<file path="src/sld_pkg.sv">
`timescale 1ns / 1ps

package sld_pkg;

    localparam logic [7:0] SYNC0 = 8'hFF;
    localparam logic [7:0] SYNC1 = 8'hA5;
    localparam logic [7:0] SYNC2 = 8'h5A;
    localparam logic [7:0] MAX_LENGTH_RESET = 8'd200;

    localparam logic [1:0] ST_PAYLOAD = 2'd0;
    localparam logic [1:0] ST_OK      = 2'd1;
    localparam logic [1:0] ST_BADSUM  = 2'd2;
    localparam logic [1:0] ST_LENERR  = 2'd3;

    typedef enum logic [2:0] {
        PH_HUNT    = 3'd0,
        PH_GOT_FF  = 3'd1,
        PH_GOT_A5  = 3'd2,
        PH_LEN     = 3'd3,
        PH_PAYLOAD = 3'd4,
        PH_CHECK   = 3'd5
    } phase_t;

    typedef struct packed {
        logic [7:0] payload_byte;
        logic [1:0] status;
        logic       frame_end;
    } result_t;

endpackage

</file>
<file path="src/sync_length_xor_frame_decoder.sv">
`timescale 1ns / 1ps

// Deframer for a byte stream: hunts for the sync FF A5 5A (overlapping match),
// reads a length byte L, passes the L-1 payload bytes on as status 0 results
// and closes the frame with status 1 (checksum ok), 2 (mismatch) or 3 (L zero
// or above max_length). The checksum is L XOR-ed with every payload byte.
// One byte is taken per cycle while the output buffer is not full. A result
// passes from the input register through the decode into a two-entry output
// buffer before it shows on the m_ ports. The phase/XOR update sets the rate.
// Write max_length only while the block is idle.
module sync_length_xor_frame_decoder
    import sld_pkg::*;
#(
    parameter logic [7:0] MAX_LEN_RESET = MAX_LENGTH_RESET
) (
    input  logic       aclk,
    input  logic       aresetn,
    input  logic       cfg_wr_en,
    input  logic [7:0] cfg_wr_data,
    input  logic       s_valid,
    output logic       s_ready,
    input  logic [7:0] s_rx_byte,
    output logic       m_valid,
    input  logic       m_ready,
    output logic [7:0] m_payload_byte,
    output logic [1:0] m_status,
    output logic       m_frame_end
);

    logic [7:0] max_length_reg;
    logic       in_valid_reg;
    logic [7:0] in_byte_reg;
    logic       buf_full;
    logic       step;
    logic       res_valid;
    result_t    res;
    result_t    m_data;

    assign step    = in_valid_reg && !buf_full;
    assign s_ready = !in_valid_reg || !buf_full;

    always_ff @(posedge aclk) begin
        if (!aresetn) begin
            max_length_reg <= MAX_LEN_RESET;
        end else if (cfg_wr_en) begin
            max_length_reg <= cfg_wr_data;
        end
    end

    always_ff @(posedge aclk) begin
        if (!aresetn) begin
            in_valid_reg <= 1'b0;
        end else if (s_ready) begin
            in_valid_reg <= s_valid;
        end
    end

    always_ff @(posedge aclk) begin
        if (s_ready && s_valid) begin
            in_byte_reg <= s_rx_byte;
        end
    end

    sld_decode u_decode (
        .aclk       (aclk),
        .aresetn    (aresetn),
        .step       (step),
        .rx_byte    (in_byte_reg),
        .max_length (max_length_reg),
        .res_valid  (res_valid),
        .res        (res)
    );

    sld_out_buf u_out_buf (
        .aclk    (aclk),
        .aresetn (aresetn),
        .wr_en   (res_valid),
        .wr_data (res),
        .full    (buf_full),
        .m_valid (m_valid),
        .m_ready (m_ready),
        .m_data  (m_data)
    );

    assign m_payload_byte = m_data.payload_byte;
    assign m_status       = m_data.status;
    assign m_frame_end    = m_data.frame_end;

endmodule

</file>
<file path="src/sld_decode.sv">
`timescale 1ns / 1ps

module sld_decode
    import sld_pkg::*;
(
    input  logic       aclk,
    input  logic       aresetn,
    input  logic       step,
    input  logic [7:0] rx_byte,
    input  logic [7:0] max_length,
    output logic       res_valid,
    output result_t    res
);

    phase_t     phase_reg, phase_next;
    logic [7:0] bytes_left_reg, bytes_left_next;
    logic [7:0] running_xor_reg, running_xor_next;
    logic       len_bad;
    logic [7:0] left_dec;

    assign len_bad  = (rx_byte == 8'd0) || (rx_byte > max_length);
    assign left_dec = bytes_left_reg - 8'd1;

    always_comb begin
        phase_next       = phase_reg;
        bytes_left_next  = bytes_left_reg;
        running_xor_next = running_xor_reg;
        case (phase_reg)
            PH_GOT_FF: begin
                if (rx_byte == SYNC1) begin
                    phase_next = PH_GOT_A5;
                end else if (rx_byte == SYNC0) begin
                    phase_next = PH_GOT_FF;
                end else begin
                    phase_next = PH_HUNT;
                end
            end
            PH_GOT_A5: begin
                if (rx_byte == SYNC2) begin
                    phase_next = PH_LEN;
                end else if (rx_byte == SYNC0) begin
                    phase_next = PH_GOT_FF;
                end else begin
                    phase_next = PH_HUNT;
                end
            end
            PH_LEN: begin
                if (len_bad) begin
                    phase_next       = PH_HUNT;
                    bytes_left_next  = 8'd0;
                    running_xor_next = 8'd0;
                end else begin
                    running_xor_next = rx_byte;
                    bytes_left_next  = rx_byte - 8'd1;
                    phase_next       = (rx_byte == 8'd1) ? PH_CHECK : PH_PAYLOAD;
                end
            end
            PH_PAYLOAD: begin
                running_xor_next = running_xor_reg ^ rx_byte;
                bytes_left_next  = left_dec;
                if (left_dec == 8'd0) begin
                    phase_next = PH_CHECK;
                end
            end
            PH_CHECK: begin
                phase_next       = PH_HUNT;
                bytes_left_next  = 8'd0;
                running_xor_next = 8'd0;
            end
            default: begin
                phase_next = (rx_byte == SYNC0) ? PH_GOT_FF : PH_HUNT;
            end
        endcase
    end

    always_comb begin
        res_valid        = 1'b0;
        res.payload_byte = 8'd0;
        res.status       = ST_PAYLOAD;
        res.frame_end    = 1'b0;
        case (phase_reg)
            PH_LEN: begin
                if (len_bad) begin
                    res_valid     = step;
                    res.status    = ST_LENERR;
                    res.frame_end = 1'b1;
                end
            end
            PH_PAYLOAD: begin
                res_valid        = step;
                res.payload_byte = rx_byte;
            end
            PH_CHECK: begin
                res_valid     = step;
                res.status    = (rx_byte == running_xor_reg) ? ST_OK : ST_BADSUM;
                res.frame_end = 1'b1;
            end
            default: begin
                res_valid = 1'b0;
            end
        endcase
    end

    always_ff @(posedge aclk) begin
        if (!aresetn) begin
            phase_reg       <= PH_HUNT;
            bytes_left_reg  <= 8'd0;
            running_xor_reg <= 8'd0;
        end else if (step) begin
            phase_reg       <= phase_next;
            bytes_left_reg  <= bytes_left_next;
            running_xor_reg <= running_xor_next;
        end
    end

endmodule

</file>
<file path="src/sld_out_buf.sv">
`timescale 1ns / 1ps

module sld_out_buf
    import sld_pkg::*;
(
    input  logic    aclk,
    input  logic    aresetn,
    input  logic    wr_en,
    input  result_t wr_data,
    output logic    full,
    output logic    m_valid,
    input  logic    m_ready,
    output result_t m_data
);

    result_t    mem_reg [2];
    logic       wr_ptr_reg, wr_ptr_next;
    logic       rd_ptr_reg, rd_ptr_next;
    logic [1:0] count_reg, count_next;
    logic       rd_en;

    assign full    = (count_reg == 2'd2);
    assign m_valid = (count_reg != 2'd0);
    assign m_data  = mem_reg[rd_ptr_reg];
    assign rd_en   = m_valid && m_ready;

    always_comb begin
        wr_ptr_next = wr_ptr_reg ^ wr_en;
        rd_ptr_next = rd_ptr_reg ^ rd_en;
        count_next  = count_reg + {1'b0, wr_en} - {1'b0, rd_en};
    end

    always_ff @(posedge aclk) begin
        if (wr_en) begin
            mem_reg[wr_ptr_reg] <= wr_data;
        end
    end

    always_ff @(posedge aclk) begin
        if (!aresetn) begin
            wr_ptr_reg <= 1'b0;
            rd_ptr_reg <= 1'b0;
            count_reg  <= 2'd0;
        end else begin
            wr_ptr_reg <= wr_ptr_next;
            rd_ptr_reg <= rd_ptr_next;
            count_reg  <= count_next;
        end
    end

endmodule

</file>
<file path="config.mk">
export PLATFORM = sky130hd
export DESIGN_NAME = sync_length_xor_frame_decoder
export DESIGN_NICKNAME = d
export VERILOG_FILES = /design/src/sld_pkg.sv /design/src/sync_length_xor_frame_decoder.sv /design/src/sld_decode.sv /design/src/sld_out_buf.sv
export SDC_FILE = /design/constraint.sdc
export NUM_CORES = 1
export LEC_CHECK = 0
export ABC_AREA = 1
export BUFFER_PORTS_ARGS = -buffer_cell sky130_fd_sc_hd__clkbuf_2
export CORE_UTILIZATION = 42
export CTS_CLUSTER_DIAMETER = 40
export DETAILED_ROUTE_END_ITERATION = 16
export MAX_ROUTING_LAYER = met4
export PLACE_DENSITY_LB_ADDON = 0.08
export REMOVE_ABC_BUFFERS = 1
export SLEW_MARGIN = 10
export SYNTH_ARGS = -nofsm -noshare
export SYNTH_HDL_FRONTEND = slang
export SYNTH_HIERARCHICAL = 1
export SYNTH_SLANG_ARGS = --single-unit
</file>
<file path="constraint.sdc">
create_clock -name aclk -period 2.33 [get_ports aclk]
set_clock_uncertainty 0.1 [all_clocks]
set_input_delay 0.1165 -clock aclk [delete_from_list [all_inputs] [get_ports aclk]]
set_output_delay 0.1165 -clock aclk [all_outputs]
set_load 0.05 [all_outputs]
</file>
==> summary.txt <==
Run status
  • Status: finished clean

Critical path
  • Worst flop-to-flop path startpoint: in_byte_reg[1]
  • CP delay by family, top: buffers and inverters
  • Req. time, crit path: roughly 2.3 ns
  • FF-to-FF path depth: 10
  • Crit path buffers/inverters: 4
  • Reg-to-reg slack, setup: just under 0.07 ns
  • Critical Path End Type: register
  • Slowest-stage cell, CP: edfxtp_1
  • Worst setup path category: reg2reg
  • Max incr delay on CP: roughly 0.44 ns
  • Crit path arrival time: between 2 and 2.5 ns
  • Critical Path Start Type: register
  • CP Cell Sequence: buf_4 > buf_4 > inv_1 > ha_1 > nand4_1 > nand2_2 > nand2_4 > a21oi_4 > ha_4 > buf_12
  • Most frequent CP cell: buf_4
  • CP max FO: 11
  • Worst reg2reg endpoint: u_out_buf/mem_reg[1][7]
  • Critical path depth in cells: 10

Die
  • Boundary pin count: 34
  • Die area: approximately 8600 um^2
  • DIE HEIGHT: between 90 and 100 um
  • FP Rows: 32
  • Core Region: between 7000 and 8000 um^2
  • Initial Util: between 40% and 50%
  • Die width: 92.97 um

Cells and area
  • Max FFs per register: 22
  • NumNets Final: between 500 and 600
  • Multi-input logic area: about 1700 um^2
  • Commonest non-fill, non-tap cell in the layout: nand2_1
  • ANT cells: 0
  • Most frequent cells in the layout: nand2_1 (82), inv_1 (56), nor2_1 (52)
  • Fin util: between 50% and 60%
  • Syn-to-layout area delta: 23.83%
  • Fill count: 749
  • Post-layout instance area: between 4000 and 5000 um^2
  • Share of cells above drive strength 1: between 20% and 30%
  • Seq. cell area: roughly 1600 um^2

Route
  • Vias: between 2,000 and 3,000
  • Detailed Route WL: 7374 um
  • # DRC: 0
  • DRT iter0 DRCs: roughly 140
  • Drt wl/cell: 12.46 um
  • DR vias/cell: a little under 5
  • DRT Pass-1 Iters: 5
  • Routed Antenna Nets: 0

Min path
  • HP Start: cfg_wr_en
  • Hold/Removal Path Class: in2reg
  • Hold-critical path depth: 3
  • Hold Path End: max_length_reg[3]

Clock network
  • Sink Count: 63
  • Worst-case clock buffer depth: 2
  • Worst-skew pair later-pin latency: 0.34 ns
  • TritonCTS clock tree: built
  • Number of CTS-inserted buffers: 9
  • CTS clk-pin slew, worst paths: about 0.08 ns
  • Root Buffer: clkbuf_8
  • H-tree level count: 3

STA
  • F_max: about 0.44 GHz
  • Shortest period the worst path allows: between 2 and 2.5 ns
  • Final setup fails: 0
  • RSZ-0062 raised after global routing: yes
  • Fin. Hold Viols: 0
  • Worst Tran Pin Value: 0.6552 ns
  • Slew headroom: a little under three fifths
  • Slew Viols, Final: 0
  • Part of the cycle the worst path needs: between 90% and 100%
  • Fin Hold WS: about 0.09 ns

Power and ir drop
  • Pleak: roughly 2 nW
  • Worst VDD drop: ~0.00049 V
  • Cell Pwr Density: roughly 770 nW/um^2

GRT
  • Global-route wire length before repair: 12,600 um
  • Vias in the first global route: 2,717
  • Initial antenna violation count: 0
  • Tot GR Track Use: roughly a fifth
  • Largest net degree at the start of global routing: 33
  • GRT overflow: 0

Yosys
  • Post-synth cell types: 35
  • Post-synth top area share: ~26%
  • Sequential area share after synthesis: 44.92%
  • Seq cells post-synth: 63
  • Synthesis warning total: 6
  • Syn avg cell area: roughly 8.4 um^2
  • Cell taking the most area after synthesis: edfxtp_1
  • Cell Area, Synth: between 3000 and 4000 um^2
  • Synthesized instance count: between 400 and 500
  • Ranking of synthesized cells by area: edfxtp_1 (26%), dfxtp_1 (19%), nand2_1 (9.3%), ha_1 (6.8%), inv_1 (6.3%)

Placed design
  • Placed inst area: 3852 um^2
  • Post-DP HPWL: about 5300 um
  • Port Buffers: 33
  • Routability cong.: between 0.8 and 0.9

Flow run
  • Max-Cap Viols: 0
layout make-up:
cell class | instances | area share (%)
Multi-Input combinational cell | 279 | 38.95
Sequential cell | 63 | 36.28
Timing Repair Buffer | 72 | 11.98
Inverter | 60 | 5.291
Tap cell | 102 | 2.965
Clock buffer | 9 | 2.878
Clock inverter | 7 | 1.657
timing repair:
item / 4_1_cts / 5_1_grt
resized for setup: 1 / 16
hold buffers: 18 / 0
pin swaps: 0 / 5
setup buffers: 0 / 2
endpoints found under the setup margin: 23 / 24
gates cloned: 0 / 0
endpoints found under the hold margin: 19 / 0
power by group:
part | total, W | internal [W] | switching [W] | leakage [nW]
sequential | 0.00131 | 0.00126 | 0.0000577 | 0.560
clock | 0.000936 | 0.000495 | 0.000441 | 0.0937
combinational | 0.00107 | 0.000383 | 0.000686 | 1.33
total | 0.00332 | 0.00214 | 0.00119 | 1.98
kinds of logic after synthesis:
kind of cell               Yosys count  share of synthesized area, %
adders and majority gates           19                         6.840
muxes                               11                         4.643
and+or+nand+nor                    173                         20.99
AOI/OAI and AO/OA                   65                         10.66
DFF                                 63                         44.92
xor gates and xnor gates            11                         2.772
buffers and inverters               74                         9.179
stage by stage:
step / worst slack [ns] / instances / total power [W] / setup TNS (ns)
after floorplan: -0.06833 / 402 / 0.002077 / -1.503
after global placement: 0.05234 / 557 / 0.002342 / 0
after detailed placement: -0.03230 / 557 / 0.002350 / -0.6827
after CTS: 0.02398 / 591 / 0.003325 / 0
after global routing: -0.07420 / 592 / 0.003537 / -1.591
final: 0.06933 / 592 / 0.003320 / 0
cell usage after synthesis (all sizes together):
| cell type | number |
|---|---|
| clkbuf | 1 |
| nand3 | 16 |
| xor2 | 4 |
| nand2 | 87 |
| and3 | 1 |
| buf | 13 |
| ha | 19 |
| o21bai | 2 |
| o211ai | 3 |
| nor2 | 55 |
| xnor2 | 7 |
| a21oi | 22 |
| nor4 | 2 |
| o31ai | 1 |
| a31oi | 6 |
| edfxtp | 30 |
| o21ai | 22 |
| mux2 | 11 |
| o21a | 8 |
| a21boi | 1 |
| or2 | 1 |
| nand4 | 8 |
| dfxtp | 33 |
| nor3 | 3 |
| inv | 60 |
per-layer routing:
metal,routed length (um),vias up,global-route usage (%)
li1,-,1502,-
met1,3562,1327,24.60
met2,3468,57,31.50
met3,230,10,3.415
met4,112,0,7.436
met5,0,-,-
worst max path at each step:
stage                   startpoint                       to  slack [ns]
floorplan           in_byte_reg[7]  u_out_buf/mem_reg[0][0]       -0.07
global placement    in_byte_reg[1]  u_out_buf/mem_reg[1][7]        0.05
detailed placement  in_byte_reg[1]  u_out_buf/mem_reg[1][7]       -0.03
CTS                 in_byte_reg[1]  u_out_buf/mem_reg[1][4]        0.02
global route        in_byte_reg[1]  u_out_buf/mem_reg[1][4]       -0.07
finish              in_byte_reg[1]  u_out_buf/mem_reg[1][7]        0.07
worst reg2reg max path, cell delays in order, from the launching register on:
cell	delay, ns
edfxtp_1	0.44
buf_4	0.16
buf_4	0.14
inv_1	0.07
ha_1	0.16
nand4_1	0.14
nand2_2	0.13
nand2_4	0.06
a21oi_4	0.25
ha_4	0.18
buf_12	0.13
Note: power is estimated with default switching activity, not from simulation.
